$ cat config.mk
export PLATFORM = sky130hd
export DESIGN_NAME = note_step_sequencer_core_flat
export DESIGN_NICKNAME = d
export VERILOG_FILES = /design/src/rtl/nss_pkg.sv /design/src/rtl/nss_if.sv /design/src/rtl/nss_note_mem.sv /design/src/rtl/nss_ctrl.sv /design/src/rtl/nss_out_buf.sv /design/src/rtl/note_step_sequencer_core.sv /design/src/flat_wrapper.sv
export VERILOG_INCLUDE_DIRS = /design/src /design/src/rtl
export SDC_FILE = /design/constraint.sdc
export NUM_CORES = 2
export LEC_CHECK = 0
export BUFFER_PORTS_ARGS = -buffer_cell sky130_fd_sc_hd__buf_2
export CORE_MARGIN = 1.5
export CORE_UTILIZATION = 55
export DETAILED_ROUTE_END_ITERATION = 6
export PLACE_DENSITY = 0.7
export SLEW_MARGIN = 20
export SYNTH_ARGS = -nofsm -noshare
export SYNTH_HDL_FRONTEND = slang
export SYNTH_HIERARCHICAL = 1
export SYNTH_SLANG_ARGS = --single-unit
$ cat constraint.sdc
create_clock -name clk_i -period 8.15 [get_ports clk_i]
set_input_delay 1.2225 -clock clk_i [delete_from_list [all_inputs] [get_ports clk_i]]
set_output_delay 1.2225 -clock clk_i [all_outputs]
set_load 0.01 [all_outputs]
$ cat src/rtl/note_step_sequencer_core_assert.svh
// Assertion macros shared by the note step sequencer RTL.
// Depends on nothing; included by the modules that carry assertions.
`ifndef NOTE_STEP_SEQUENCER_CORE_ASSERT_SVH
`define NOTE_STEP_SEQUENCER_CORE_ASSERT_SVH

// Clocked assertion that is switched off while reset is asserted.
`define NSS_ASSERT(lbl, clk, rstn, prop, msg) \
  lbl: assert property (@(posedge clk) disable iff (!rstn) prop) else $error(msg);

// Clocked assertion that also holds during reset.
`define NSS_ASSERT_ALWAYS(lbl, clk, prop, msg) \
  lbl: assert property (@(posedge clk) prop) else $error(msg);

`endif

$ cat src/rtl/nss_pkg.sv
// Package of the note step sequencer: codes, result types and defaults.
// Depends on nothing; used by the RTL modules and the testbench.
package nss_pkg;

  // Default depth of the note memory.
  localparam int unsigned MemDepthDef = 255;

  // Command codes of the input channel.
  typedef enum logic [1:0] {
    CMD_MODE  = 2'd0,
    CMD_EVENT = 2'd1,
    CMD_TICK  = 2'd2
  } cmd_e;

  // Sequencer modes.
  typedef enum logic [1:0] {
    MODE_STOP = 2'd0,
    MODE_PLAY = 2'd1,
    MODE_REC  = 2'd2
  } mode_e;

  // Result kinds.
  typedef enum logic [1:0] {
    KIND_ON  = 2'd0,
    KIND_OFF = 2'd1,
    KIND_ALL = 2'd2
  } kind_e;

  // Special event codes; non-negative codes are notes.
  localparam logic signed [7:0] EvSilence = -8'sd1;
  localparam logic signed [7:0] EvTie     = -8'sd2;
  localparam logic signed [7:0] EvBack    = -8'sd3;

  // One result transaction.
  typedef struct packed {
    kind_e      kind;
    logic [6:0] note_number;
    logic       last;
  } res_t;

  // Results of one processed item, handed to the output buffer.
  typedef struct packed {
    logic       load;
    logic [1:0] count;
    res_t       first;
    res_t       second;
  } res_load_t;

endpackage

$ cat src/rtl/nss_if.sv
// Channel interfaces of the note step sequencer: command input and result output.
// Depends on nothing; used by the control, output buffer and top level.
interface nss_cmd_if;
  logic              valid;
  logic              ready;
  logic [1:0]        command;
  logic [1:0]        target_mode;
  logic signed [7:0] event_code;

  modport source (output valid, command, target_mode, event_code, input ready);
  modport sink   (input valid, command, target_mode, event_code, output ready);
endinterface

interface nss_res_if;
  logic       valid;
  logic       ready;
  logic [1:0] kind;
  logic [6:0] note_number;
  logic       last;

  modport source (output valid, kind, note_number, last, input ready);
  modport sink   (input valid, kind, note_number, last, output ready);
endinterface

$ cat src/rtl/nss_note_mem.sv
// Note memory: one write port and two registered read ports.
// Depends on nss_pkg for the default depth.
module nss_note_mem #(
  parameter int unsigned MEM_DEPTH = nss_pkg::MemDepthDef,
  parameter int unsigned AW        = $clog2(MEM_DEPTH)
) (
  input  logic                 clk_i,
  input  logic                 wr_en_i,
  input  logic [AW-1:0]        wr_addr_i,
  input  logic signed [7:0]    wr_data_i,
  input  logic [AW-1:0]        rd_cur_addr_i,
  input  logic [AW-1:0]        rd_prev_addr_i,
  output logic signed [7:0]    rd_cur_o,
  output logic signed [7:0]    rd_prev_o
);

  logic signed [7:0] mem_q [MEM_DEPTH];

  // Write port.
  always_ff @(posedge clk_i) begin
    if (wr_en_i) begin
      mem_q[wr_addr_i] <= wr_data_i;
    end
  end

  // Read ports, data registered.
  always_ff @(posedge clk_i) begin
    rd_cur_o  <= mem_q[rd_cur_addr_i];
    rd_prev_o <= mem_q[rd_prev_addr_i];
  end

endmodule

$ cat src/rtl/nss_ctrl.sv
// Sequencer control: input register, mode and step state, and result decode.
// Depends on nss_pkg, nss_if and the assertion macro header.
`include "note_step_sequencer_core_assert.svh"

module nss_ctrl #(
  parameter int unsigned MEM_DEPTH = nss_pkg::MemDepthDef,
  parameter int unsigned AW        = $clog2(MEM_DEPTH)
) (
  input  logic                clk_i,
  input  logic                rst_ni,
  nss_cmd_if.sink             cmd_i,
  input  logic signed [7:0]   rd_cur_i,
  input  logic signed [7:0]   rd_prev_i,
  output logic [AW-1:0]       rd_cur_addr_o,
  output logic [AW-1:0]       rd_prev_addr_o,
  output logic                wr_en_o,
  output logic [AW-1:0]       wr_addr_o,
  output logic signed [7:0]   wr_data_o,
  input  logic                buf_empty_i,
  output nss_pkg::res_load_t  load_o
);
  import nss_pkg::*;

  localparam logic [AW-1:0] LastStep = AW'(MEM_DEPTH - 1);

  logic              busy_q, busy_d;
  logic [1:0]        cmd_q;
  logic [1:0]        tgt_q;
  logic signed [7:0] ev_q;
  mode_e             mode_q, mode_d;
  logic [AW-1:0]     step_q, step_d;
  logic [AW-1:0]     play_len_q, play_len_d;
  logic [AW-1:0]     stored_len_q, stored_len_d;
  logic              accept;
  logic              proc;
  logic              prev_note;
  logic signed [7:0] prev;

  assign cmd_i.ready = !busy_q;
  assign accept      = cmd_i.valid && cmd_i.ready;
  // An item is processed once the output buffer has room for all its results.
  assign proc        = busy_q && buf_empty_i;

  // Memory reads always follow the current step; the read data is registered.
  assign rd_cur_addr_o  = step_q;
  assign rd_prev_addr_o = (step_q == '0) ? '0 : step_q - AW'(1);

  // Previous entry counts as silence at the first step.
  assign prev      = (step_q == '0) ? EvSilence : rd_prev_i;
  assign prev_note = !prev[7];

  // Input register.
  always_ff @(posedge clk_i) begin
    if (accept) begin
      cmd_q <= cmd_i.command;
      tgt_q <= cmd_i.target_mode;
      ev_q  <= cmd_i.event_code;
    end
  end

  // Control state.
  always_ff @(posedge clk_i or negedge rst_ni) begin
    if (!rst_ni) begin
      busy_q       <= 1'b0;
      mode_q       <= MODE_STOP;
      step_q       <= '0;
      play_len_q   <= '0;
      stored_len_q <= '0;
    end else begin
      busy_q       <= busy_d;
      mode_q       <= mode_d;
      step_q       <= step_d;
      play_len_q   <= play_len_d;
      stored_len_q <= stored_len_d;
    end
  end

  always_comb begin
    busy_d = busy_q;
    if (accept) begin
      busy_d = 1'b1;
    end else if (proc) begin
      busy_d = 1'b0;
    end
  end

  // State update and memory write for the item being processed.
  always_comb begin
    mode_d       = mode_q;
    step_d       = step_q;
    play_len_d   = play_len_q;
    stored_len_d = stored_len_q;
    wr_en_o      = 1'b0;
    wr_addr_o    = step_q;
    wr_data_o    = ev_q;
    if (proc) begin
      case (cmd_q)
        CMD_MODE: begin
          case (tgt_q)
            MODE_STOP: begin
              step_d = '0;
              mode_d = MODE_STOP;
            end
            MODE_PLAY: begin
              step_d     = '0;
              play_len_d = stored_len_q;
              mode_d     = MODE_PLAY;
            end
            MODE_REC: begin
              step_d       = '0;
              stored_len_d = '0;
              mode_d       = MODE_REC;
            end
            default: ;
          endcase
        end
        CMD_EVENT: begin
          if (mode_q == MODE_REC) begin
            if (ev_q == EvBack) begin
              step_d = (step_q == '0) ? '0 : step_q - AW'(1);
            end else begin
              wr_en_o = 1'b1;
              step_d  = (step_q == LastStep) ? LastStep : step_q + AW'(1);
            end
            stored_len_d = step_d;
          end
        end
        CMD_TICK: begin
          if (mode_q == MODE_PLAY && play_len_q != '0) begin
            step_d = (step_q + AW'(1) == play_len_q) ? '0 : step_q + AW'(1);
          end
        end
        default: ;
      endcase
    end
  end

  // Results of the item being processed.
  always_comb begin
    load_o                    = '0;
    load_o.load               = proc;
    load_o.first.kind         = KIND_ALL;
    load_o.second.kind        = KIND_OFF;
    load_o.second.note_number = prev[6:0];
    load_o.second.last        = 1'b1;
    case (cmd_q)
      CMD_MODE: begin
        if (tgt_q == MODE_STOP) begin
          load_o.count      = 2'd1;
          load_o.first.kind = KIND_ALL;
          load_o.first.last = 1'b1;
        end
      end
      CMD_TICK: begin
        if (mode_q == MODE_PLAY && play_len_q != '0) begin
          if (rd_cur_i == EvSilence) begin
            // Silence releases the previous note, if any.
            load_o.first.kind        = KIND_OFF;
            load_o.first.note_number = prev[6:0];
            load_o.first.last        = 1'b1;
            load_o.count             = prev_note ? 2'd1 : 2'd0;
          end else if (!rd_cur_i[7]) begin
            // A note starts, then the previous note is released.
            load_o.first.kind        = KIND_ON;
            load_o.first.note_number = rd_cur_i[6:0];
            load_o.first.last        = !prev_note;
            load_o.count             = prev_note ? 2'd2 : 2'd1;
          end
        end
      end
      default: ;
    endcase
  end

  `NSS_ASSERT(a_step_in_range, clk_i, rst_ni, step_q <= LastStep, "step beyond memory")
  `NSS_ASSERT(a_play_step, clk_i, rst_ni, (mode_q == MODE_PLAY && play_len_q != '0) |-> step_q < play_len_q, "play step beyond length")
  `NSS_ASSERT(a_rec_length, clk_i, rst_ni, (mode_q == MODE_REC) |-> stored_len_q == step_q, "recorded length differs from step")
  `NSS_ASSERT(a_proc_done, clk_i, rst_ni, (proc && !accept) |=> !busy_q, "item processed twice")

endmodule

$ cat src/rtl/nss_out_buf.sv
// Two-entry output buffer that holds the results of one item until taken.
// Depends on nss_pkg and nss_if.
module nss_out_buf (
  input  logic               clk_i,
  input  logic               rst_ni,
  input  nss_pkg::res_load_t load_i,
  output logic               empty_o,
  nss_res_if.source          res_o
);
  import nss_pkg::*;

  res_t       ent_q [2];
  logic [1:0] cnt_q;
  logic       pop;

  assign empty_o = (cnt_q == 2'd0);
  assign pop     = res_o.valid && res_o.ready;

  // Head entry drives the result channel.
  assign res_o.valid       = !empty_o;
  assign res_o.kind        = ent_q[0].kind;
  assign res_o.note_number = ent_q[0].note_number;
  assign res_o.last        = ent_q[0].last;

  // Fill count; loads only arrive when the buffer is empty.
  always_ff @(posedge clk_i or negedge rst_ni) begin
    if (!rst_ni) begin
      cnt_q <= 2'd0;
    end else if (load_i.load) begin
      cnt_q <= load_i.count;
    end else if (pop) begin
      cnt_q <= cnt_q - 2'd1;
    end
  end

  // Result payload.
  always_ff @(posedge clk_i) begin
    if (load_i.load) begin
      ent_q[0] <= load_i.first;
      ent_q[1] <= load_i.second;
    end else if (pop) begin
      ent_q[0] <= ent_q[1];
    end
  end

endmodule

$ cat src/rtl/note_step_sequencer_core.sv
// Top level of the note step sequencer: control, note memory and output buffer.
// Depends on nss_pkg, nss_if, nss_note_mem, nss_ctrl and nss_out_buf.
//
//   Channel  Direction  Carries
//   cmd_i    in         command, target_mode, event_code
//   res_o    out        kind, note_number, last (up to two per command)
//
// A command is taken into the input register and then processed against the note
// memory read data registered from the current step; its results are registered
// in the output buffer.
// A command is processed only once the two-entry output buffer is empty, so a
// stalled result channel holds the command in the input register.
// Reset clears mode, step and lengths; the note memory is not cleared.
module note_step_sequencer_core #(
  parameter int unsigned MEM_DEPTH = nss_pkg::MemDepthDef
) (
  input  logic       clk_i,
  input  logic       rst_ni,
  nss_cmd_if.sink    cmd_i,
  nss_res_if.source  res_o
);
  import nss_pkg::*;

  localparam int unsigned AW = $clog2(MEM_DEPTH);

  logic              wr_en;
  logic [AW-1:0]     wr_addr;
  logic signed [7:0] wr_data;
  logic [AW-1:0]     rd_cur_addr;
  logic [AW-1:0]     rd_prev_addr;
  logic signed [7:0] rd_cur;
  logic signed [7:0] rd_prev;
  logic              buf_empty;
  res_load_t         load;

  nss_ctrl #(
    .MEM_DEPTH (MEM_DEPTH),
    .AW        (AW)
  ) u_ctrl (
    .clk_i          (clk_i),
    .rst_ni         (rst_ni),
    .cmd_i          (cmd_i),
    .rd_cur_i       (rd_cur),
    .rd_prev_i      (rd_prev),
    .rd_cur_addr_o  (rd_cur_addr),
    .rd_prev_addr_o (rd_prev_addr),
    .wr_en_o        (wr_en),
    .wr_addr_o      (wr_addr),
    .wr_data_o      (wr_data),
    .buf_empty_i    (buf_empty),
    .load_o         (load)
  );

  nss_note_mem #(
    .MEM_DEPTH (MEM_DEPTH),
    .AW        (AW)
  ) u_mem (
    .clk_i          (clk_i),
    .wr_en_i        (wr_en),
    .wr_addr_i      (wr_addr),
    .wr_data_i      (wr_data),
    .rd_cur_addr_i  (rd_cur_addr),
    .rd_prev_addr_i (rd_prev_addr),
    .rd_cur_o       (rd_cur),
    .rd_prev_o      (rd_prev)
  );

  nss_out_buf u_out_buf (
    .clk_i   (clk_i),
    .rst_ni  (rst_ni),
    .load_i  (load),
    .empty_o (buf_empty),
    .res_o   (res_o)
  );

endmodule

$ cat src/flat_wrapper.sv
// flat-port wrapper written by rule: the top's interface ports become plain ports
module note_step_sequencer_core_flat import nss_pkg::*;
#(
  parameter int unsigned MEM_DEPTH = nss_pkg::MemDepthDef
)
  (clk_i, rst_ni, cmd_i_valid, cmd_i_command, cmd_i_target_mode, cmd_i_event_code, cmd_i_ready, res_o_valid, res_o_kind, res_o_note_number, res_o_last, res_o_ready);
  nss_cmd_if cmd_i_i ();
  nss_res_if res_o_i ();
  input  logic clk_i;
  input  logic rst_ni;
  input wire logic [$bits(cmd_i_i.valid)-1:0] cmd_i_valid;
  input wire logic [$bits(cmd_i_i.command)-1:0] cmd_i_command;
  input wire logic [$bits(cmd_i_i.target_mode)-1:0] cmd_i_target_mode;
  input wire logic [$bits(cmd_i_i.event_code)-1:0] cmd_i_event_code;
  output wire logic [$bits(cmd_i_i.ready)-1:0] cmd_i_ready;
  output wire logic [$bits(res_o_i.valid)-1:0] res_o_valid;
  output wire logic [$bits(res_o_i.kind)-1:0] res_o_kind;
  output wire logic [$bits(res_o_i.note_number)-1:0] res_o_note_number;
  output wire logic [$bits(res_o_i.last)-1:0] res_o_last;
  input wire logic [$bits(res_o_i.ready)-1:0] res_o_ready;
  assign cmd_i_i.valid = cmd_i_valid;
  assign cmd_i_i.command = cmd_i_command;
  assign cmd_i_i.target_mode = cmd_i_target_mode;
  assign cmd_i_i.event_code = cmd_i_event_code;
  assign cmd_i_ready = cmd_i_i.ready;
  assign res_o_valid = res_o_i.valid;
  assign res_o_kind = res_o_i.kind;
  assign res_o_note_number = res_o_i.note_number;
  assign res_o_last = res_o_i.last;
  assign res_o_i.ready = res_o_ready;
  note_step_sequencer_core #(.MEM_DEPTH(MEM_DEPTH)) u_core (.clk_i(clk_i), .rst_ni(rst_ni), .cmd_i(cmd_i_i), .res_o(res_o_i));
endmodule
==> results.rst <==
.. list-table::
   :header-rows: 1

   * - Metric
     - Value
   * - Pin count of the biggest net entering global routing
     - between 150 and 200
   * - Share of layout cells above drive strength 1
     - 0.2396
   * - Yosys Warn Count
     - 6
   * - Max FO, Critical Path
     - 65
   * - RSZ-0062 raised after global routing
     - false
   * - Clock latency of the later-clocked register in the worst-skew pair
     - ~0.89 ns
   * - Post-CTS Resized
     - 0
   * - Die area
     - roughly 190,000 um^2
   * - Number of distinct library cell variants in the gate-level netlist after synthesis
     - between 100 and 150
   * - Hold-fix buffer count after cts
     - 0
   * - Top-Level Pins
     - 28
   * - Fin Setup TNS
     - 0 ns
   * - Netlist Area Pre-Place
     - approximately 100,000 um^2
   * - Number of iterations in the first detailed-routing pass
     - 7
   * - R2R setup slack
     - around 1.8 ns
   * - Worst setup skew after layout
     - about 0.044 ns
   * - Number of clock buffers inserted by TritonCTS
     - about 210
   * - Synthesis-to-finish area growth
     - 8.553%
   * - Period Utilization, post-route
     - 0.7804
   * - Total half-perimeter wirelength after legalization and detailed placement
     - between 200,000 and 250,000 um
   * - Share of the synthesized area in the top cell type
     - 0.6151
   * - Cells along the critical path
     - inv_1, ha_1, nor4b_2, and2_1, nor2_4, buf_4, buf_12, mux4_2, a22o_1, a221oi_1, o21ai_0, o32ai_1, o32ai_1
   * - Critical path class
     - register to register
   * - Worst EP required
     - roughly 8.9 ns
   * - Max-slew violations
     - 0
   * - Power density normalized to cell area
     - slightly above 400 nW/um^2
   * - Final global-route overflow total
     - 0
   * - Async set or reset register ratio after synthesis
     - 0.01370
   * - Synthesized netlist cell count
     - between 5k and 6k
   * - Most prevalent standard cell on the critical path
     - sky130_fd_sc_hd__o32ai_1
   * - Wire length of the first global-routing pass
     - between 400,000 and 500,000 um
   * - Clock transition time at the flip-flop clock pins of the worst setup and hold paths
     - about 0.06 ns
   * - Vias per cell
     - roughly 7.7
   * - Number of enable-type register cells in the synthesized netlist
     - 2,072
   * - # Max-Cap Violations
     - 0
   * - Detailed-route wire length per cell
     - approximately 42 um
   * - CP endpoint kind
     - register
   * - Total global routing track utilization
     - 0.3744
   * - TritonCTS clock tree
     - built
   * - Instance area at placement
     - slightly above 100,000 um^2
   * - Remaining antenna violation count
     - 0
   * - RePlAce Congestion
     - between 1 and 1.5
   * - Run status
     - complete, but fails checks
   * - Core footprint
     - 182,900 um^2
   * - Type of the worst min-delay path
     - primary input to async pin
   * - Worst IR drop on VDD
     - between 0.0005 and 0.0006 V
   * - Worst endpoint data arrival time
     - between 7 and 8 ns
   * - Standby leakage power
     - ~33 nW
   * - Total power after layout
     - approximately 45 mW
   * - Fraction of the yosys area taken by sequential cells
     - 0.6254
   * - Minimum hold slack
     - between 0.3 and 0.4 ns
   * - Vias in the first global route
     - about 62k
   * - CP Launch Type
     - register
   * - Post-detailed-route DRC marker count
     - 16
   * - Max-slew headroom
     - 0.09998
   * - Number of clock sinks seen by CTS
     - roughly 2.1k
   * - Slew at the pin closest to its max-slew limit
     - approximately 1.3 ns
   * - Avg Inst Size Synth
     - approximately 17 um^2
   * - Layout net count
     - about 5.8k
   * - Iter 0 DRT Violations
     - approximately 13k
   * - Top cell type by total area after synthesis
     - sky130_fd_sc_hd__edfxtp_1
   * - Crit-path slowest cell
     - sky130_fd_sc_hd__dfrtp_4
   * - Area contributors post-synth
     - sky130_fd_sc_hd__edfxtp_1 62%, sky130_fd_sc_hd__mux4_2 17%, sky130_fd_sc_hd__mux2i_1 4.7%
   * - Dominant register cell in the synthesized netlist
     - sky130_fd_sc_hd__edfxtp_1
   * - Violations in the final reports
     - design-rule violations
   * - Vias
     - about 65k
   * - Highest cell delay on the worst timing path
     - around 0.84 ns
   * - Final hold vios
     - 0
   * - Crit path time final
     - about 6.4 ns
   * - DRT Wirelength
     - about 350,000 um
   * - Number of flip-flops and latches in the synthesized netlist
     - approximately 2.1k
   * - Root Buffer Master
     - sky130_fd_sc_hd__clkbuf_16
   * - Die height
     - roughly 430 um
   * - Setup violators final
     - 0
   * - Buffers from clock root to sink, at most
     - 3
   * - Die boundary width
     - ~430 um
   * - Post-CTS setup-driven buffer insertion count
     - 0
   * - Initial antenna violation count
     - 22
   * - Highest clock rate
     - around 160 MHz
   * - Deepest level of the CTS H-tree
     - 4
   * - Port bufs
     - 27
   * - Final Cell Area
     - approximately 110,000 um^2
   * - Standard-cell row count
     - between 150 and 200
   * - Initial core utilization
     - 0.5531
## cell type report
class,instances,area (um^2)
fillers,13222,73080
flip-flops and latches,2117,63290
multi-input cells,3175,34770
clock buffers,273,5544
well taps,2464,3083
repair buffers,219,1843
clock inverters,117,1092
inverters,33,133.9
diodes,19,47.55
## Yosys cell counts, types with 10 or more instances
| library cell | count |
|---|---|
| sky130_fd_sc_hd__inv_1 | 28 |
| sky130_fd_sc_hd__mux2i_1 | 471 |
| sky130_fd_sc_hd__a31oi_1 | 38 |
| sky130_fd_sc_hd__a22o_1 | 13 |
| sky130_fd_sc_hd__a22oi_1 | 70 |
| sky130_fd_sc_hd__nand2_1 | 247 |
| sky130_fd_sc_hd__nor2b_1 | 37 |
| sky130_fd_sc_hd__o21ai_0 | 77 |
| sky130_fd_sc_hd__nand4_1 | 31 |
| sky130_fd_sc_hd__buf_8 | 26 |
| sky130_fd_sc_hd__or2_2 | 12 |
| sky130_fd_sc_hd__dfrtp_1 | 29 |
| sky130_fd_sc_hd__a2111oi_0 | 12 |
| sky130_fd_sc_hd__buf_1 | 24 |
| sky130_fd_sc_hd__and2_1 | 21 |
| sky130_fd_sc_hd__mux2_2 | 33 |
| sky130_fd_sc_hd__mux4_1 | 48 |
| sky130_fd_sc_hd__dfxtp_1 | 16 |
| sky130_fd_sc_hd__a221oi_1 | 21 |
| sky130_fd_sc_hd__buf_2 | 99 |
| sky130_fd_sc_hd__a211oi_1 | 41 |
| sky130_fd_sc_hd__nor4_1 | 31 |
| sky130_fd_sc_hd__buf_4 | 71 |
| sky130_fd_sc_hd__mux2_4 | 10 |
| sky130_fd_sc_hd__nor2_1 | 365 |
| sky130_fd_sc_hd__a311oi_1 | 10 |
| sky130_fd_sc_hd__nand2b_1 | 17 |
| sky130_fd_sc_hd__o221ai_1 | 140 |
| sky130_fd_sc_hd__o211ai_1 | 17 |
| sky130_fd_sc_hd__a21oi_1 | 166 |
| sky130_fd_sc_hd__nor3_1 | 79 |
| sky130_fd_sc_hd__nand3_1 | 68 |
| sky130_fd_sc_hd__and3_1 | 16 |
| sky130_fd_sc_hd__clkbuf_1 | 169 |
| sky130_fd_sc_hd__buf_6 | 73 |
| sky130_fd_sc_hd__edfxtp_1 | 2072 |
| sky130_fd_sc_hd__mux4_2 | 776 |
| sky130_fd_sc_hd__o22ai_1 | 124 |
## worst max-delay path: cells and delay by family (launching register included)
kind	cells	cell delay, ns
AOI/OAI and AO/OA	5	1.84
adders and majority gates	1	0.24
buffers and inverters	3	1.25
DFF	1	0.84
muxes	1	0.61
and+or+nand+nor	3	1.22
## metal layers
| metal | global-route usage | part of all wire |
|---|---|---|
| met2 | 0.5258 | 0.42 |
| met4 | 0.2142 | 0.070 |
| met3 | 0.1530 | 0.17 |
| met5 | 0 | 0.00032 |
| met1 | 0.4941 | 0.33 |
## kinds of logic after synthesis
logic type | Yosys count | share of synthesized area
DFF | 2117 | 0.6254
muxes | 1338 | 0.2370
and+or+nand+nor | 965 | 0.04348
AOI/OAI and AO/OA | 844 | 0.05874
buffers and inverters | 509 | 0.03275
xor gates and xnor gates | 16 | 0.001385
adders and majority gates | 9 | 0.001113
other | 2 | 0.00007424
## metrics by stage
step	setup slack, ns	instances	utilization
2_1_floorplan	2.487	5801	-
3_3_place_gp	1.854	8005	0.5631
3_5_place_dp	1.849	8007	0.5635
4_1_cts	1.831	8397	0.5997
5_1_grt	1.857	8401	0.6002
6_report	1.790	8417	0.6004
## placed cells by master, fill, tap and decap left out, types with 68 or more instances in the layout
cell	instances
sky130_fd_sc_hd__nand2_1	245
sky130_fd_sc_hd__edfxtp_1	2072
sky130_fd_sc_hd__o21ai_0	77
sky130_fd_sc_hd__nor2_1	336
sky130_fd_sc_hd__buf_4	170
sky130_fd_sc_hd__nor3_1	78
sky130_fd_sc_hd__o22ai_1	124
sky130_fd_sc_hd__o221ai_1	140
sky130_fd_sc_hd__a21oi_1	166
sky130_fd_sc_hd__clkbuf_16	212
sky130_fd_sc_hd__mux4_2	776
sky130_fd_sc_hd__a22oi_1	70
sky130_fd_sc_hd__mux2i_1	471
sky130_fd_sc_hd__nand3_1	68
## final timing paths
path | startpoint | endpoint | cells past startpoint
worst min-delay path | rst_ni | u_core/u_ctrl/rd_cur_addr_o[3] | 1
min in group clk_i | u_core/u_ctrl/stored_len_q[6] | u_core/u_ctrl/play_len_q[6] | 1
max in group asynchronous | rst_ni | u_core/u_ctrl/rd_cur_addr_o[2] | 1
worst min register to register | u_core/u_ctrl/stored_len_q[6] | u_core/u_ctrl/play_len_q[6] | 1
worst max register to register | u_core/u_ctrl/rd_cur_addr_o[1] | u_core/u_mem/rd_prev_o[4] | 13
worst max-delay path | u_core/u_ctrl/rd_cur_addr_o[1] | u_core/u_mem/rd_prev_o[4] | 13
## flip-flops by register name, summed over array words and instances, names as in the netlist
signal	cells
u_core/u_out_buf/ent_q	20
u_core/u_ctrl/tgt_q	2
u_core/u_mem/rd_prev_o	8
u_core/u_ctrl/mode_q	2
u_core/u_ctrl/cmd_q	2
u_core/u_ctrl/busy_q	1
u_core/u_mem/rd_cur_o	8
u_core/u_out_buf/cnt_q	2
u_core/u_ctrl/rd_cur_addr_o	8
u_core/u_ctrl/stored_len_q	8
u_core/u_mem/mem_q	2040
u_core/u_ctrl/play_len_q	8
u_core/u_ctrl/wr_data_o	8
## power breakdown
part           internal [mW]  leakage [nW]  switching (mW)  total [mW]
sequential              12.5          19.1           0.218        12.7
clock                   5.18          3.21            4.29        9.47
combinational           7.78          10.9            14.6        22.3
(Power assumes the default switching activity.)
